## config.mk

```make
export PLATFORM = sky130hd
export DESIGN_NAME = calendar_clock_counter_unit
export DESIGN_NICKNAME = d
export VERILOG_FILES = /design/src/hw/rtl/ccc_pkg.sv /design/src/hw/rtl/ccc_next.sv /design/src/hw/rtl/calendar_clock_counter_unit.sv
export SDC_FILE = /design/constraint.sdc
export NUM_CORES = 1
export LEC_CHECK = 0
export ABC_AREA = 1
export BUFFER_PORTS_ARGS = -buffer_cell sky130_fd_sc_hd__buf_2
export CAP_MARGIN = 20
export CORE_UTILIZATION = 50
export CTS_BUF_LIST = sky130_fd_sc_hd__clkbuf_8
export CTS_CLUSTER_DIAMETER = 200
export DETAILED_ROUTE_END_ITERATION = 7
export GPL_ROUTABILITY_DRIVEN = 0
export PLACE_DENSITY = 0.79
export SLEW_MARGIN = 20
export SYNTH_ARGS = -nofsm -noshare
export SYNTH_HDL_FRONTEND = slang
export SYNTH_HIERARCHICAL = 1
export SYNTH_SLANG_ARGS = --single-unit
```

## constraint.sdc

```tcl
create_clock -name clk -period 4.6 [get_ports clk]
set_clock_uncertainty 0.1 [all_clocks]
set_input_delay 0.46 -clock clk [delete_from_list [all_inputs] [get_ports clk]]
set_output_delay 0.46 -clock clk [all_outputs]
set_load 0.03 [all_outputs]
```

## src/hw/rtl/ccc_pkg.sv

```systemverilog
// ----------------------------------------------------------------------------
// ccc_pkg
// Shared types, codes and calendar helpers for the calendar clock counter.
// ----------------------------------------------------------------------------
package ccc_pkg;

	localparam int unsigned YearW   = 14;
	localparam int unsigned MonthW  = 4;
	localparam int unsigned DayW    = 5;
	localparam int unsigned HourW   = 5;
	localparam int unsigned MinuteW = 6;
	localparam int unsigned SecondW = 6;

	localparam logic [YearW-1:0]   YearMax   = YearW'(9999);
	localparam logic [MonthW-1:0]  MonthMax  = MonthW'(12);
	localparam logic [MonthW-1:0]  MonthMin  = MonthW'(1);
	localparam logic [DayW-1:0]    DayMin    = DayW'(1);
	localparam logic [HourW-1:0]   HourMax   = HourW'(23);
	localparam logic [MinuteW-1:0] MinuteMax = MinuteW'(59);
	localparam logic [SecondW-1:0] SecondMax = SecondW'(59);

	localparam logic [MonthW-1:0] MonthFeb = MonthW'(2);
	localparam logic [MonthW-1:0] MonthApr = MonthW'(4);
	localparam logic [MonthW-1:0] MonthJun = MonthW'(6);
	localparam logic [MonthW-1:0] MonthSep = MonthW'(9);
	localparam logic [MonthW-1:0] MonthNov = MonthW'(11);

	// Operation codes carried by the op field of an input beat.
	localparam logic OP_TICK = 1'b0;
	localparam logic OP_LOAD = 1'b1;

	typedef struct packed {
		logic [YearW-1:0]   year;
		logic [MonthW-1:0]  month;
		logic [DayW-1:0]    day;
		logic [HourW-1:0]   hour;
		logic [MinuteW-1:0] minute;
		logic [SecondW-1:0] second;
	} ccc_time_t;

	// Request handed to the next-state logic for one accepted beat.
	typedef struct packed {
		logic      op;
		ccc_time_t load;
	} ccc_req_t;

	// Length of a month; leap years are those whose number is a multiple of four.
	function automatic logic [DayW-1:0] days_in_month(
		input logic [MonthW-1:0] month,
		input logic [YearW-1:0]  year
	);
		logic [DayW-1:0] len;
		case (month) inside
			MonthFeb: len = (year[1:0] == 2'b00) ? DayW'(29) : DayW'(28);
			MonthApr, MonthJun, MonthSep, MonthNov: len = DayW'(30);
			default: len = DayW'(31);
		endcase
		return len;
	endfunction

endpackage

```

## src/hw/rtl/ccc_next.sv

```systemverilog
// ----------------------------------------------------------------------------
// ccc_next
// Next-state logic: one-second cascade or a checked load of date and time.
// ----------------------------------------------------------------------------
module ccc_next
	import ccc_pkg::*;
(
	input  ccc_time_t cur,
	input  ccc_req_t  req,
	output ccc_time_t nxt,
	output logic      rejected
);

	ccc_time_t       ticked;
	logic            sec_wrap;
	logic            min_wrap;
	logic            hour_wrap;
	logic            day_wrap;
	logic            month_wrap;
	logic            load_ok;
	logic [DayW-1:0] load_len;

	// Each wrap feeds the carry of the next counter up the chain.
	always_comb begin
		sec_wrap   = (cur.second == SecondMax);
		min_wrap   = sec_wrap && (cur.minute == MinuteMax);
		hour_wrap  = min_wrap && (cur.hour == HourMax);
		day_wrap   = hour_wrap && (cur.day == days_in_month(cur.month, cur.year));
		month_wrap = day_wrap && (cur.month == MonthMax);

		ticked = cur;
		ticked.second = sec_wrap ? '0 : cur.second + SecondW'(1);
		if (sec_wrap) begin
			ticked.minute = min_wrap ? '0 : cur.minute + MinuteW'(1);
		end
		if (min_wrap) begin
			ticked.hour = hour_wrap ? '0 : cur.hour + HourW'(1);
		end
		if (hour_wrap) begin
			ticked.day = day_wrap ? DayMin : cur.day + DayW'(1);
		end
		if (day_wrap) begin
			ticked.month = month_wrap ? MonthMin : cur.month + MonthW'(1);
		end
		if (month_wrap) begin
			ticked.year = (cur.year >= YearMax) ? '0 : cur.year + YearW'(1);
		end
	end

	always_comb begin
		load_len = days_in_month(req.load.month, req.load.year);
		load_ok  = (req.load.year <= YearMax) &&
		           (req.load.month >= MonthMin) && (req.load.month <= MonthMax) &&
		           (req.load.hour <= HourMax) &&
		           (req.load.minute <= MinuteMax) &&
		           (req.load.second <= SecondMax) &&
		           (req.load.day >= DayMin) && (req.load.day <= load_len);

		if (req.op == OP_TICK) begin
			nxt      = ticked;
			rejected = 1'b0;
		end else begin
			nxt      = load_ok ? req.load : cur;
			rejected = !load_ok;
		end
	end

endmodule

```

## src/hw/rtl/calendar_clock_counter_unit.sv

```systemverilog
// ----------------------------------------------------------------------------
// calendar_clock_counter_unit
// Real-time clock and calendar counter with tick and load operations.
// ----------------------------------------------------------------------------
// Usage
// The input channel (in_valid / in_ready) carries one beat per operation. With
// op at tick the clock advances one second, rippling through minutes, hours,
// day of month, month and year; the year wraps from 9999 to 0. With op at load
// the date and time fields are checked and, if all are in range, replace the
// counters. An out-of-range load leaves the counters alone and is flagged.
// The output channel (out_valid / out_ready) returns exactly one beat for each
// input beat: the date and time after the operation and load_rejected.
// The result of a beat is registered and shown in the cycle after acceptance.
// Throughput is one beat per cycle while out_ready is high; the single counter
// register bank, updated by one level of cascade logic, sets that rate.
// The counter registers double as the output register. A new beat is taken
// whenever the output is empty or being drained in the same cycle, so with
// out_ready held high beats flow back to back. While the receiver stalls, the
// pending result holds and in_ready stays low.
// Reset clears the clock to 00:00:00 on day 1 of month 1, year 0, and empties
// the output.
// ----------------------------------------------------------------------------
module calendar_clock_counter_unit
	import ccc_pkg::*;
(
	input  logic               clk,
	input  logic               arst_n,
	input  logic               in_valid,
	output logic               in_ready,
	input  logic               op,
	input  logic [YearW-1:0]   load_year,
	input  logic [MonthW-1:0]  load_month,
	input  logic [DayW-1:0]    load_day,
	input  logic [HourW-1:0]   load_hour,
	input  logic [MinuteW-1:0] load_minute,
	input  logic [SecondW-1:0] load_second,
	output logic               out_valid,
	input  logic               out_ready,
	output logic [SecondW-1:0] cur_second,
	output logic [MinuteW-1:0] cur_minute,
	output logic [HourW-1:0]   cur_hour,
	output logic [DayW-1:0]    cur_day,
	output logic [MonthW-1:0]  cur_month,
	output logic [YearW-1:0]   cur_year,
	output logic               load_rejected
);

	ccc_time_t time_q;
	ccc_time_t time_nxt;
	ccc_req_t  req;
	logic      rejected_nxt;
	logic      rejected_q;
	logic      out_valid_q;
	logic      in_fire;

	// A beat may enter when the result slot is empty or is drained this cycle.
	assign in_ready = !out_valid_q || out_ready;
	assign in_fire  = in_valid && in_ready;

	always_comb begin
		req.op          = op;
		req.load.year   = load_year;
		req.load.month  = load_month;
		req.load.day    = load_day;
		req.load.hour   = load_hour;
		req.load.minute = load_minute;
		req.load.second = load_second;
	end

	ccc_next u_next (
		.cur      (time_q),
		.req      (req),
		.nxt      (time_nxt),
		.rejected (rejected_nxt)
	);

	// The clock counters are architectural state and also the visible result,
	// so they change only on an accepted beat.
	always_ff @(posedge clk or negedge arst_n) begin
		if (!arst_n) begin
			time_q.year   <= '0;
			time_q.month  <= MonthMin;
			time_q.day    <= DayMin;
			time_q.hour   <= '0;
			time_q.minute <= '0;
			time_q.second <= '0;
			rejected_q    <= 1'b0;
			out_valid_q   <= 1'b0;
		end else begin
			if (in_fire) begin
				time_q     <= time_nxt;
				rejected_q <= rejected_nxt;
			end
			if (in_fire) begin
				out_valid_q <= 1'b1;
			end else if (out_ready) begin
				out_valid_q <= 1'b0;
			end
		end
	end

	assign out_valid     = out_valid_q;
	assign cur_second    = time_q.second;
	assign cur_minute    = time_q.minute;
	assign cur_hour      = time_q.hour;
	assign cur_day       = time_q.day;
	assign cur_month     = time_q.month;
	assign cur_year      = time_q.year;
	assign load_rejected = rejected_q;

	// A tick never raises the rejection flag.
	a_tick_not_rejected: assert property (@(posedge clk) disable iff (!arst_n)
		(in_fire && op == OP_TICK) |=> !load_rejected)
		else $error("tick produced a rejected result");

	// A rejected load leaves the clock untouched.
	a_reject_holds_time: assert property (@(posedge clk) disable iff (!arst_n)
		(in_fire && op == OP_LOAD && rejected_nxt) |=> $stable(time_q))
		else $error("rejected load changed the clock");

	// The counters never leave their legal ranges.
	a_time_in_range: assert property (@(posedge clk) disable iff (!arst_n)
		(time_q.second <= SecondMax) && (time_q.minute <= MinuteMax) &&
		(time_q.hour <= HourMax) && (time_q.day >= DayMin) &&
		(time_q.day <= days_in_month(time_q.month, time_q.year)) &&
		(time_q.month >= MonthMin) && (time_q.month <= MonthMax) &&
		(time_q.year <= YearMax))
		else $error("clock counter out of range");

	// The clock moves only when a beat is accepted.
	a_time_moves_on_fire: assert property (@(posedge clk) disable iff (!arst_n)
		!in_fire |=> $stable(time_q))
		else $error("clock changed without an accepted beat");

endmodule

```

### Word-level counts from Yosys, hierarchy flattened

Cells that the tools add are included.

* memory bits (writable): 0
* input bits: 45
* output and inout bits: 43
* memory bits (read-only): 0
* bits in latches: 0
* bits in registers: 42
* memories: 0
* logic and storage cells: 92

* add/sub/neg operators: 6
* $lt $le $gt $ge: 9
* multiplexer cells: 22
* equal/unequal tests: 16
* reduce and logical (&&, ||, !) cells: 31
* divide/modulo/power cells: 0
* bitwise logic cells: 0
* shift-type cells: 0
* multiply operators: 0

Operators by type and width (number)
* $mux 40: 2
* $mux 5: 6
* $mux 14: 2
* $eq 4x4->1 const B: 5
* $mux 6: 3
* $eq 4x3->1 const B: 4
* $reduce_and 3->1: 5
* $add 14x1->14 const B: 1
* $ge 14x14->1 const B: 1
* $le 14x14->1 const B: 1
* $add 6x1->6 const B: 2
* $eq 6x6->1 const B: 2
* $le 6x6->1 const B: 2
* $logic_and 1x1->1: 12
* $reduce_bool 2->1: 6
* $add 5x1->5 const B: 2
* $eq 4x2->1 const B: 2
* $mux 4: 2
* $reduce_or 4->1: 2
* $mux 1: 7
* $eq 5x5->1: 1
* $eq 5x5->1 const B: 1
* $ge 5x1->1 const B: 1
* $le 5x5->1: 1
* other kinds (9): 11

### Logic depth before layout (Yosys ltp)

* depth after elaboration: 10
* gate-level depth with buffers: 16
* depth with buffers taken out: 15

### Cells and area by module

The synthesis kept the hierarchy.

By module, submodules not included
* ccc_next: cells an instance 482, area each 2384.8 um2, sequential area each 0.0 um2, times used 1
* calendar_clock_counter_unit: cells an instance 182, area each 1694.1 um2, sequential area each 1053.5 um2, times used 1

### Worst setup path before layout

OpenSTA, ideal clock, no wires.

* path kind: input to register
* from: input load_month[2]
* to: register time_q, in the netlist cur_year[4]
* slack: 2.118 ns
* arrival time: 2.263 ns
* setup time: 0.119 ns
* path buffers: 1
* cell stages on the path: 13
* data required time: 4.381 ns
* cells stage by stage: nor4_1 o21ai_0 and3_1 ha_1 a21oi_1 o21ai_0 nand4_1 clkbuf_1 nor2_1 a21oi_1 nand2_1 nand3_1 nand2_1

* cells in the longest elaborated chain, start to end: 10
* elaborated cells on any way between the ends: 20
* those cells by class: 3 x order compare; 6 x eq/ne; 2 x mux; 9 x reduce/logical

Ends and longest elaborated chain
* from (decl): line calendar_clock_counter_unit.sv:32 `input logic [MonthW-1:0] load_month,`
* branches (longest 7 deep; another with $le 5x5->1)
* $logic_and 1x1->1 *: line ccc_next.sv:57 `(req.load.day >= DayMin) && (req.load.day <= load_len);`
* $ne 2x1->1 (no source line) *
* $reduce_and 3->1 (no source line) *
* to (signal assigned): line calendar_clock_counter_unit.sv:91 `time_q <= time_nxt;`
* to (decl): line calendar_clock_counter_unit.sv:48 `ccc_time_t time_q;`

Mark *: on every way between the ends.
A chain may end at the register's enable or synchronous reset.

### Final worst setup path

* from: input load_month[2]
* to: register time_q, in the netlist cur_second[4]

* cells in the longest elaborated chain, start to end: 10
* elaborated cells on any way between the ends: 20
* those cells by class: 3 x order compare; 6 x eq/ne; 2 x mux; 9 x reduce/logical

Ends and longest elaborated chain (line)
* branches (longest 7 deep; another with $le 5x5->1)
* $logic_and 1x1->1 *: ccc_next.sv:57
* $ne 2x1->1 (no source line) *
* $reduce_and 2->1 (no source line) *

Marked as above.

==> flow_metrics.env <==
export IMPL_reg2regPathDepth=14
export IMPL_grt_start_max_net_pins=45
export IMPL_fin_crit_sh_pct=63.72
export IMPL_die_area_um2=8523
export IMPL_seq_power_share_pct=36.6
export IMPL_antenna_found_initial=0
export IMPL_netSwitchingPower_mw=0.8702
export IMPL_final_area_um2=4548
export IMPL_crit_type="input port to register"
export IMPL_final_cell_mix="nand2_1, nand3_1, buf_2"
export IMPL_endpoint_kind="register"
export IMPL_htree_levels=2
export IMPL_ctsResizeCount=0
export IMPL_ff2ff_setup_slack_ns=1.78
export IMPL_wire_per_inst_um=14.51
export IMPL_final_hold_viol_count=0
export IMPL_fmax_ghz=0.3412
export IMPL_start_util_pct=52.24
export IMPL_vias=4783
export IMPL_diodes=0
export IMPL_worst_r2r_endpoint="cur_year[10]$_DFFE_PN0P_"
export IMPL_syn2layout_area_growth_pct=11.50
export IMPL_maxSlewViolCount=0
export IMPL_grt_pass1_wl_mm=20.37
export IMPL_min_path_type="input port to async pin"
export IMPL_post_route_util_pct=58.25
export IMPL_fp_dieW_um=92.32
export IMPL_worst_slack_ns=1.669
export IMPL_synth_cell_area_um2=4079
export IMPL_place_area_um2=4454
export IMPL_power_leakage_nw=2.547
export IMPL_cts_tree="done"
export IMPL_clockPowerShare_pct=15.3
export IMPL_status="finished clean"
export IMPL_fin_setup_tns_ns=0
export IMPL_final_setup_viol_count=0
export IMPL_cp_endpoint="cur_second[4]$_DFFE_PN0P_"
export IMPL_fin_hold_ws_ns=0.05172
export IMPL_finalNonFillerCells=831
export IMPL_crit_fanout=22
export IMPL_grt_overflow=0
export IMPL_synthCells=664
export IMPL_p_per_area_nw_per_um2=377.0
export IMPL_pre_cts_ws_ns=1.442
export IMPL_cts_buffers=5
export IMPL_peakVddDrop_mv=0.2065
export IMPL_die_h_um=92.32
export IMPL_synth_seq_cells=42
export IMPL_final_common_cell="nand2_1"
export IMPL_cp_arrival_ns=3.07
export IMPL_clk_latency_ns=0.30
export IMPL_cp_start_kind="input port"
export IMPL_dp_hpwl_mm=8.283
export IMPL_core_area_um2=7807
export IMPL_p_total_mw=1.715
export IMPL_ant_nets=0
export IMPL_critPathRequiredTime_ns=4.74
export IMPL_drive_gt1_share_pct=16.60
export IMPL_io_buffers=87
export IMPL_slew_limit_headroom_pct=44.27
export IMPL_post_cts_buffers=0
export IMPL_clk_path_buf_depth=2
export IMPL_r2r_start="cur_month[0]$_DFFE_PN1P_"
export IMPL_maxCapViolCount=0
export IMPL_grt_pass1_vias=4383
export IMPL_grt_use_total_pct=29.46
export IMPL_min_period_ns=2.931
export IMPL_comb_power_share_pct=48.0
export IMPL_cts_hold_buf=0
export IMPL_wl_mm=12.06
export IMPL_clk_pin_slew_ns=0.09
export IMPL_syn_avg_cell_area_um2=6.143
export IMPL_final_nets=785
export IMPL_drt_pass1_iter_count=5
export IMPL_drt_iter0_drc=479
export IMPL_power_internal_mw=0.8444
export IMPL_via_per_inst=5.756
export IMPL_cts_root_buf="clkbuf_8"
export IMPL_ys_warn_count=6
export IMPL_dpl_cell_count=823
export IMPL_drc=0
export IMPL_swShare_pct=50.75
export IMPL_worstMarginPinSlew_ns=0.8360
export IMPL_startpoint="load_month[2]"
export IMPL_ys_types=32
export IMPL_cts_sinks=42
export IMPL_ys_seq_area_share_pct=25.83
export IMPL_syn_nets=721
export IMPL_rsz0062_at_grt="no"
export IMPL_ios=88
export IMPL_rows=32
-- worst min path at each step --
stage	startpoint	to	slack (ns)	cells past startpoint
final	arst_n	cur_month[2]$_DFFE_PN0P_	0.05	1
after global routing	arst_n	cur_year[3]$_DFFE_PN0P_	0.09	1
after CTS	arst_n	cur_year[3]$_DFFE_PN0P_	0.27	1
after detailed placement	load_rejected$_DFFE_PN0P_	load_rejected$_DFFE_PN0P_	0.37	2
after global placement	load_rejected$_DFFE_PN0P_	load_rejected$_DFFE_PN0P_	0.36	2
after floorplan	arst_n	cur_day[1]$_DFFE_PN0P_	0.06	0
-- power groups by stage --
stage	clock, mW	sequential [mW]	combinational, mW
after floorplan	0	0.765	0.451
after global placement	0	0.627	0.793
after detailed placement	0	0.630	0.814
after CTS	0.267	0.625	0.817
after global routing	0.282	0.648	0.917
final	0.263	0.628	0.824
-- cell type report --
cell class,count,area [um^2]
fillers,800,3259
well taps,102,127.6
multi-input cells,533,2609
inverters,57,214.0
flip-flops and latches,42,1054
clock inverters,2,8.758
repair buffers,89,452.9
clock buffers,6,82.58
-- per-layer routing --
metal  wire [um]  vias to the layer above  track usage, %  part of all wire (%)
li1            -                     2294               -                     -
met1        5151                     2226           38.87                    43
met2        5659                      239           49.44                    47
met3        1034                       24           4.351                   8.6
met4         214                        0           9.375                   1.8
met5           0                        -               0                     0
-- cell usage after synthesis, drive strengths merged --
library cell	n	share of area, %
nand2	241	23
nand3	95	12
nor2	74	8.2
inv	57	5.2
dfrtp	40	25
nand4	28	4.3
a21oi	27	3.3
buf	27	4.6
o21ai	15	1.8
ha	12	3.7
xor2	12	2.6
o211ai	11	2.0
nor3	8	1.3
clkbuf	5	0.46
nand3b	3	0.86
and3	2	0.31
dfstp	2	1.3
nor4	2	0.31
o22ai	2	0.31
a31oi	1	0.15
-- cell families after synthesis --
logic type,count (synthesis),share of synthesized area [%]
compound gates,56,7.638
xor+xnor,12,2.577
fa+ha+maj,12,3.681
buf+inv,89,10.28
flops,42,25.83
simple gates,453,50.00
-- critical path, cell delays in order --
cell and delay, ns:
buf_2 0.13, nor4_1 0.34, o21ai_0 0.13, and3_1 0.16, ha_1 0.26, a21oi_1 0.05, o21ai_0 0.13, nand3_2 0.23
nor2_2 0.37, buf_4 0.37, nand2_1 0.11, o211ai_1 0.10, nand3_1 0.11, nand2_1 0.10
-- sequential cells by signal, summed over array words and instances (netlist names) --
signal,cells
cur_day,5
cur_minute,6
cur_year,14
cur_second,6
cur_hour,5
load_rejected,1
out_valid,1
cur_month,4
Power figures use the tool's default switching activity.
